## config.mk

```make
export PLATFORM = sky130hd
export DESIGN_NAME = grid_strip_index_generator_top
export DESIGN_NICKNAME = d
export VERILOG_FILES = /design/src/sv/gsig_pkg.sv /design/src/sv/grid_strip_index_generator_top.sv /design/src/sv/gsig_ctrl.sv /design/src/sv/gsig_dp.sv
export SDC_FILE = /design/constraint.sdc
export NUM_CORES = 1
export LEC_CHECK = 0
export ABC_AREA = 1
export BUFFER_PORTS_ARGS = -buffer_cell sky130_fd_sc_hd__buf_2
export CAP_MARGIN = 20
export CORE_UTILIZATION = 56
export CTS_CLUSTER_DIAMETER = 60
export CTS_CLUSTER_SIZE = 30
export DETAILED_ROUTE_END_ITERATION = 8
export PLACE_DENSITY = 0.88
export SYNTH_ARGS = -nofsm -noshare
export SYNTH_HDL_FRONTEND = slang
export SYNTH_SLANG_ARGS = --single-unit
```

## constraint.sdc

```tcl
create_clock -name clk -period 7.07 [get_ports clk]
set_input_delay 0.3535 -clock clk [delete_from_list [all_inputs] [get_ports clk]]
set_output_delay 0.3535 -clock clk [all_outputs]
set_load 0.02 [all_outputs]
```

## src/sv/gsig_pkg.sv

```systemverilog
// Shared types and constants for the grid strip index generator.
// No dependencies; used by gsig_ctrl, gsig_dp and the top level.
package gsig_pkg;

	localparam int COORD_W = 10;
	localparam int CELLS_W = 6;
	localparam int LEVEL_W = 2;
	localparam int ROW_W   = 5;
	localparam int PITCH_W = 11;
	localparam int MINC_W  = 6;
	localparam int CFG_DATA_W = 11;
	localparam int IN_DATA_W  = 40;

	localparam logic [PITCH_W-1:0] PITCH_RST = 11'd1025;
	localparam logic [MINC_W-1:0]  MINC_RST  = 6'd2;

	typedef enum logic [0:0] {
		CFG_ROW_PITCH = 1'b0,
		CFG_MIN_CELLS = 1'b1
	} cfg_idx_t;

	typedef struct packed {
		logic capture;
		logic mul;
		logic load_base;
		logic load_next;
		logic emit_pair;
		logic emit_bridge;
		logic emit_reject;
	} cmd_t;

	typedef struct packed {
		logic reject;
		logic pair_end;
		logic bridge;
		logic out_free;
	} sts_t;

endpackage

```

## src/sv/grid_strip_index_generator_top.sv

```systemverilog
// Grid strip index generator: one row request in, a run of index pairs out.
// A request gets a bridging pair unless it asks for the last row, and a
// rejected request gives a single zero transfer.
// The sequencer issues one index pair per cycle into a single output
// register, which sets that rate when the output side does not stall; the
// base row index comes from one 11x11 multiply of the captured request, and
// the next request is taken while the final pair of the previous one still waits.
// Depends on gsig_pkg, gsig_ctrl, gsig_dp.
module grid_strip_index_generator_top #(
	parameter int MAX_CELLS  = 32,
	parameter int NUM_LEVELS = 4,
	parameter int INDEX_BITS = 21
) (
	input  logic                                       clk,
	input  logic                                       arst_n,
	input  logic                                       cfg_we,
	input  logic                                       cfg_index,
	input  logic [gsig_pkg::CFG_DATA_W-1:0]            cfg_data,
	input  logic                                       s_tvalid,
	output logic                                       s_tready,
	// origin_x, origin_y, chunk_cells, detail_level, strip_row, zero pad
	input  logic [gsig_pkg::IN_DATA_W-1:0]             s_tdata,
	output logic                                       m_tvalid,
	input  logic                                       m_tready,
	// first_index, second_index, zero pad
	output logic [((2*INDEX_BITS+7)/8)*8-1:0]          m_tdata,
	// level_valid
	output logic                                       m_tuser,
	output logic                                       m_tlast
);
	import gsig_pkg::*;

	localparam int OUT_W = ((2 * INDEX_BITS + 7) / 8) * 8;

	cmd_t cmd;
	sts_t sts;
	logic [INDEX_BITS-1:0] first_index, second_index;

	gsig_ctrl u_ctrl (
		.clk      (clk),
		.arst_n   (arst_n),
		.in_valid (s_tvalid),
		.in_ready (s_tready),
		.sts      (sts),
		.cmd      (cmd)
	);

	gsig_dp #(
		.MAX_CELLS  (MAX_CELLS),
		.NUM_LEVELS (NUM_LEVELS),
		.INDEX_BITS (INDEX_BITS)
	) u_dp (
		.clk          (clk),
		.arst_n       (arst_n),
		.cfg_we       (cfg_we),
		.cfg_index    (cfg_index),
		.cfg_data     (cfg_data),
		.origin_x     (s_tdata[9:0]),
		.origin_y     (s_tdata[19:10]),
		.chunk_cells  (s_tdata[25:20]),
		.detail_level (s_tdata[27:26]),
		.strip_row    (s_tdata[32:28]),
		.cmd          (cmd),
		.sts          (sts),
		.out_ready    (m_tready),
		.out_valid    (m_tvalid),
		.first_index  (first_index),
		.second_index (second_index),
		.level_valid  (m_tuser),
		.last_pair    (m_tlast)
	);

	assign m_tdata = OUT_W'({second_index, first_index});

	a_reject_form: assert property (@(posedge clk) disable iff (!arst_n)
		(m_tvalid && !m_tuser) |-> (m_tlast && (m_tdata == '0)))
		else $error("rejected result is not a single zero transfer");

endmodule

```

## src/sv/gsig_ctrl.sv

```systemverilog
// Sequencer for the strip generator: walks each request through multiply,
// base, next-row and emit steps. Depends on gsig_pkg.
module gsig_ctrl (
	input  logic          clk,
	input  logic          arst_n,
	input  logic          in_valid,
	output logic          in_ready,
	input  gsig_pkg::sts_t sts,
	output gsig_pkg::cmd_t cmd
);
	import gsig_pkg::*;

	typedef enum logic [2:0] {
		ST_IDLE,
		ST_MUL,
		ST_BASE,
		ST_NEXT,
		ST_PAIRS,
		ST_BRIDGE,
		ST_REJECT
	} state_t;

	state_t state_q;

	assign in_ready = (state_q == ST_IDLE);

	always_comb begin
		cmd = '0;
		case (state_q)
			ST_IDLE:   cmd.capture     = in_valid;
			ST_MUL:    cmd.mul         = 1'b1;
			ST_BASE:   cmd.load_base   = 1'b1;
			ST_NEXT:   cmd.load_next   = 1'b1;
			ST_PAIRS:  cmd.emit_pair   = sts.out_free;
			ST_BRIDGE: cmd.emit_bridge = sts.out_free;
			ST_REJECT: cmd.emit_reject = sts.out_free;
			default:   cmd = '0;
		endcase
	end

	always_ff @(posedge clk or negedge arst_n) begin
		if (!arst_n) begin
			state_q <= ST_IDLE;
		end else begin
			case (state_q)
				ST_IDLE: begin
					if (in_valid) state_q <= ST_MUL;
				end
				ST_MUL: begin
					state_q <= sts.reject ? ST_REJECT : ST_BASE;
				end
				ST_BASE:  state_q <= ST_NEXT;
				ST_NEXT:  state_q <= ST_PAIRS;
				ST_PAIRS: begin
					if (sts.out_free && sts.pair_end)
						state_q <= sts.bridge ? ST_BRIDGE : ST_IDLE;
				end
				ST_BRIDGE: begin
					if (sts.out_free) state_q <= ST_IDLE;
				end
				ST_REJECT: begin
					if (sts.out_free) state_q <= ST_IDLE;
				end
				default: state_q <= ST_IDLE;
			endcase
		end
	end

	a_one_emit: assert property (@(posedge clk) disable iff (!arst_n)
		$onehot0({cmd.emit_pair, cmd.emit_bridge, cmd.emit_reject}))
		else $error("more than one emit command");

	a_emit_free: assert property (@(posedge clk) disable iff (!arst_n)
		(cmd.emit_pair || cmd.emit_bridge || cmd.emit_reject) |-> sts.out_free)
		else $error("emit into occupied output register");

	a_reject_done: assert property (@(posedge clk) disable iff (!arst_n)
		(cmd.emit_reject || cmd.emit_bridge) |=> (state_q == ST_IDLE))
		else $error("request did not finish after its final transfer");

endmodule

```

## src/sv/gsig_dp.sv

```systemverilog
// Datapath: config registers, request capture, base multiply, running
// index pair and output register. Depends on gsig_pkg.
module gsig_dp #(
	parameter int MAX_CELLS  = 32,
	parameter int NUM_LEVELS = 4,
	parameter int INDEX_BITS = 21
) (
	input  logic                                clk,
	input  logic                                arst_n,
	input  logic                                cfg_we,
	input  logic                                cfg_index,
	input  logic [gsig_pkg::CFG_DATA_W-1:0]     cfg_data,
	input  logic [gsig_pkg::COORD_W-1:0]        origin_x,
	input  logic [gsig_pkg::COORD_W-1:0]        origin_y,
	input  logic [gsig_pkg::CELLS_W-1:0]        chunk_cells,
	input  logic [gsig_pkg::LEVEL_W-1:0]        detail_level,
	input  logic [gsig_pkg::ROW_W-1:0]          strip_row,
	input  gsig_pkg::cmd_t                      cmd,
	output gsig_pkg::sts_t                      sts,
	input  logic                                out_ready,
	output logic                                out_valid,
	output logic [INDEX_BITS-1:0]               first_index,
	output logic [INDEX_BITS-1:0]               second_index,
	output logic                                level_valid,
	output logic                                last_pair
);
	import gsig_pkg::*;

	localparam int PROD_W = 2 * PITCH_W;
	localparam int WIDE_W = (INDEX_BITS > PROD_W) ? INDEX_BITS : PROD_W;

	logic [PITCH_W-1:0]    pitch_q;
	logic [MINC_W-1:0]     minc_q;
	logic [COORD_W-1:0]    ox_q, oy_q;
	logic [CELLS_W-1:0]    size_q;
	logic [LEVEL_W-1:0]    lvl_q;
	logic [ROW_W-1:0]      row_q;
	logic [PROD_W-1:0]     prod_q;
	logic [INDEX_BITS-1:0] base_q, next_q, a_q, b_q;
	logic [CELLS_W-1:0]    j_q;
	logic                  out_valid_q;

	logic [CELLS_W-1:0]    cells;
	logic [PITCH_W-1:0]    mul_in;
	logic [INDEX_BITS-1:0] stride, row_step, base_sum;
	logic                  lvl_bad, size_bad;

	always_comb begin
		cells    = size_q >> lvl_q;
		lvl_bad  = 32'(lvl_q) >= NUM_LEVELS;
		size_bad = (size_q == '0) || (32'(size_q) > MAX_CELLS);
		mul_in   = PITCH_W'(oy_q) + (PITCH_W'(row_q) << lvl_q);
		stride   = INDEX_BITS'(1) << lvl_q;
		row_step = INDEX_BITS'(WIDE_W'(pitch_q) << lvl_q);
		base_sum = INDEX_BITS'(WIDE_W'(prod_q) + WIDE_W'(ox_q));
	end

	assign sts.reject   = lvl_bad || size_bad || (cells < CELLS_W'(minc_q)) ||
	                      (CELLS_W'(row_q) >= cells);
	assign sts.pair_end = (j_q == cells);
	assign sts.bridge   = (CELLS_W'(row_q) + CELLS_W'(1)) < cells;
	assign sts.out_free = !out_valid_q || out_ready;

	always_ff @(posedge clk or negedge arst_n) begin
		if (!arst_n) begin
			pitch_q <= PITCH_RST;
			minc_q  <= MINC_RST;
		end else if (cfg_we) begin
			case (cfg_idx_t'(cfg_index))
				CFG_ROW_PITCH: pitch_q <= cfg_data;
				CFG_MIN_CELLS: minc_q  <= cfg_data[MINC_W-1:0];
				default: ;
			endcase
		end
	end

	always_ff @(posedge clk) begin
		if (cmd.capture) begin
			ox_q   <= origin_x;
			oy_q   <= origin_y;
			size_q <= chunk_cells;
			lvl_q  <= detail_level;
			row_q  <= strip_row;
		end
		if (cmd.mul)
			prod_q <= PROD_W'(mul_in) * PROD_W'(pitch_q);
		if (cmd.load_base)
			base_q <= base_sum;
		if (cmd.load_next) begin
			next_q <= base_q + row_step;
			a_q    <= base_q;
			b_q    <= base_q + row_step;
			j_q    <= '0;
		end
		if (cmd.emit_pair && !sts.pair_end) begin
			a_q <= a_q + stride;
			b_q <= b_q + stride;
			j_q <= j_q + CELLS_W'(1);
		end
		if (cmd.emit_pair) begin
			first_index  <= a_q;
			second_index <= b_q;
			level_valid  <= 1'b1;
			last_pair    <= sts.pair_end && !sts.bridge;
		end else if (cmd.emit_bridge) begin
			first_index  <= b_q;
			second_index <= next_q;
			level_valid  <= 1'b1;
			last_pair    <= 1'b1;
		end else if (cmd.emit_reject) begin
			first_index  <= '0;
			second_index <= '0;
			level_valid  <= 1'b0;
			last_pair    <= 1'b1;
		end
	end

	always_ff @(posedge clk or negedge arst_n) begin
		if (!arst_n) begin
			out_valid_q <= 1'b0;
		end else if (cmd.emit_pair || cmd.emit_bridge || cmd.emit_reject) begin
			out_valid_q <= 1'b1;
		end else if (out_ready) begin
			out_valid_q <= 1'b0;
		end
	end

	assign out_valid = out_valid_q;

	a_j_in_range: assert property (@(posedge clk) disable iff (!arst_n)
		cmd.emit_pair |-> (j_q <= cells))
		else $error("column counter past row end");

endmodule
```

==> qor.txt <==
Die H -> 169.6 um
PortBufs -> 95
Async SR Flop Fraction -> 10.05%
Largest area contributor in the netlist -> edfxtp_1
Worst setup EP type -> flop
Req. time, crit path -> 7350 ps
Synth top area cells -> edfxtp_1, fa_1, nand2_1, ha_1, inv_1
Share of cells above drive strength 1 -> 10.20%
Largest stage delay on the critical path -> 550 ps
Final GP Congestion -> 0.9847
EDFF count, synth -> 187
Initial DRT Pass Iterations -> 5
Reg clk slew, reported paths -> 80 ps
# placed instances -> 2233
Area Growth Syn to Fin -> 11.27%
Num Clock Sinks -> 209
Final count of negative-setup-slack endpoints -> 0
Startpoint types -> flop
Hold path endpoint -> u_dp.size_q[5]$_DFFE_PP_
Dominant cell by count in the synthesized netlist -> nand2_1
Cell variety after synth -> 52
Warnings, synthesis -> 0
Clk_lat worst skew -> 530 ps
Max-cap violations -> 0
Minimum clock period -> 6761 ps
Crit path buf inv count -> 7
Total Nets Final -> 2154
Post-Route Skew -> 23.38 ps
Worst r2r dst -> u_dp.prod_q[19]$_DFFE_PP_
Critical path type -> flop to flop
Share of the synthesized area in the top cell type -> 35.71%
Post-synthesis cell area -> 15730 um2
TritonCTS clock tree -> yes
Largest net degree at the start of global routing -> 82
Fmax -> 0.1479 GHz
Final worst-path cycle share -> 95.64%
Status -> finished, final reports clean
Clock root buffer -> clkbuf_16
CP max stage cell -> fa_1
Initial Util -> 57.71%
1st-iter DRT viols -> 1189
Synth cell count leaders -> nand2_1, inv_1, edfxtp_1
Worst Path Max Fanout -> 4
Setup TNS Final -> 0 ps
Core ar. -> 27250 um2
Min-delay src -> s_tdata[25]
Via density -> 5.481
DPL Wire Length -> 28700 um
Initial antenna violation count -> 0
Reg2reg start -> u_dp.lvl_q[1]$_DFFE_PP_
CTS buffer count -> 20
WL/cell -> 16.35 um
Reg2reg path depth -> 31
Boundary Pins -> 109
Most common flop cell mapped by yosys -> edfxtp_1
ANT cells -> 0
First-pass GRT wire length -> 58520 um
WHS Path Cells -> 1
CTS H-tree lvls -> 1
Flops & latches, synth -> 209
R2R setup slack -> 310 ps
Longest Clk Path Bufs -> 3
Vias in the first global route -> 12100
Die ar. -> 28760 um2
GR Overflow Total -> 0
Register area share after synthesis -> 39.20%
GRT Util Overall -> 25.82%
Via count -> 12520
Row count -> 60
Class of the worst hold path -> input pin to flop
Synthesized instance count -> 1781
CP delay by family, top -> adder cells
Die width -> 169.6 um
Headroom to the max-slew limit -> 36.20%
ANT nets after route -> 0
Final Max Tran Viols -> 0
Cell Count, Final, Fillers Out -> 2284
Avg Cell Area, Syn -> 8.830 um2
CP Data Arrival Time -> 7040 ps
Worst-margin pin slew -> 956.0 ps
Drt drc -> 0
Drt total wl -> 37350 um
Hold Vio Cnt, Final -> 0
-- cell type report --
type / instances / area, um2
multi-input combinational: 1244 / 8264
tap: 372 / 465.4
inverter: 291 / 1097
sequential: 209 / 6165
clock inverter: 15 / 202.7
clock buffer: 21 / 504.2
timing repair buffer: 132 / 800.8
fill: 2184 / 9752
-- routing by layer --
layer	wire length (um)	GRT usage [%]
met1	14760	32.85
met2	18330	44.48
met3	2870	3.288
met4	1400	10.65
met5	0	0
-- timing repair --
item | 4_1_cts | 5_1_grt
buffers inserted | 0 | 4
endpoints found under the setup margin | 0 | 7
hold buffers | 8 | 1
hold endpoints to repair | 25 | 1
resized for setup | 0 | 7
-- registers in the layout (all words and copies together) (netlist names), 11 cells and up --
| register | flops |
|---|---|
| u_dp.a_q | 21 |
| u_dp.base_q | 21 |
| u_dp.prod_q | 21 |
| u_dp.second_index | 21 |
| u_dp.pitch_q | 11 |
| u_dp.first_index | 21 |
| u_dp.b_q | 21 |
| u_dp.next_q | 21 |
-- worst max-delay path by stage --
| stage | start | end | cells past startpoint |
|---|---|---|---|
| after detailed placement | u_dp.lvl_q[0]$_DFFE_PP_ | u_dp.prod_q[19]$_DFFE_PP_ | 30 |
| final | u_dp.lvl_q[1]$_DFFE_PP_ | u_dp.prod_q[19]$_DFFE_PP_ | 31 |
| after floorplan | u_dp.lvl_q[0]$_DFFE_PP_ | u_dp.prod_q[20]$_DFFE_PP_ | 30 |
| after global routing | u_dp.lvl_q[1]$_DFFE_PP_ | u_dp.prod_q[19]$_DFFE_PP_ | 30 |
| after global placement | u_dp.lvl_q[0]$_DFFE_PP_ | u_dp.prod_q[19]$_DFFE_PP_ | 29 |
| after CTS | u_dp.lvl_q[0]$_DFFE_PP_ | u_dp.prod_q[19]$_DFFE_PP_ | 30 |
-- logic make-up after synthesis --
family	synth area share (%)
buf+inv	8.601
fa+ha+maj	19.84
simple gates	18.69
mux	0.5092
flops	39.20
other cells	0.02385
compound gates	7.956
xor+xnor	5.179
-- cell usage in the layout (no fill, tap or decap), types with 24 or more instances in the layout --
| master | count |
|---|---|
| buf_2 | 95 |
| xnor2_1 | 24 |
| edfxtp_1 | 187 |
| xor2_1 | 68 |
| fa_1 | 84 |
| nand3_1 | 82 |
| nand2_1 | 411 |
| ha_1 | 115 |
| o21ai_0 | 78 |
| nor2_1 | 151 |
| inv_1 | 282 |
| o21ai_1 | 34 |
| buf_4 | 26 |
| a21oi_1 | 67 |
-- metrics by stage --
stage / hold WS [ps] / setup WS [ps] / cell area, um2 / utilization (%)
after floorplan: 57.91 / 390.9 / 15750 / -
after global placement: 334.5 / 307.6 / 16610 / 60.95
after detailed placement: 335.0 / 147.9 / 16610 / 60.95
after CTS: 0.4311 / 155.3 / 17400 / 63.83
after global routing: 7.336 / -23.25 / 17500 / 64.21
final: 9.037 / 308.5 / 17500 / 64.21
Power is not shown: default switching activity piles up to over one toggle a cycle in this logic, so the estimate is an artifact.
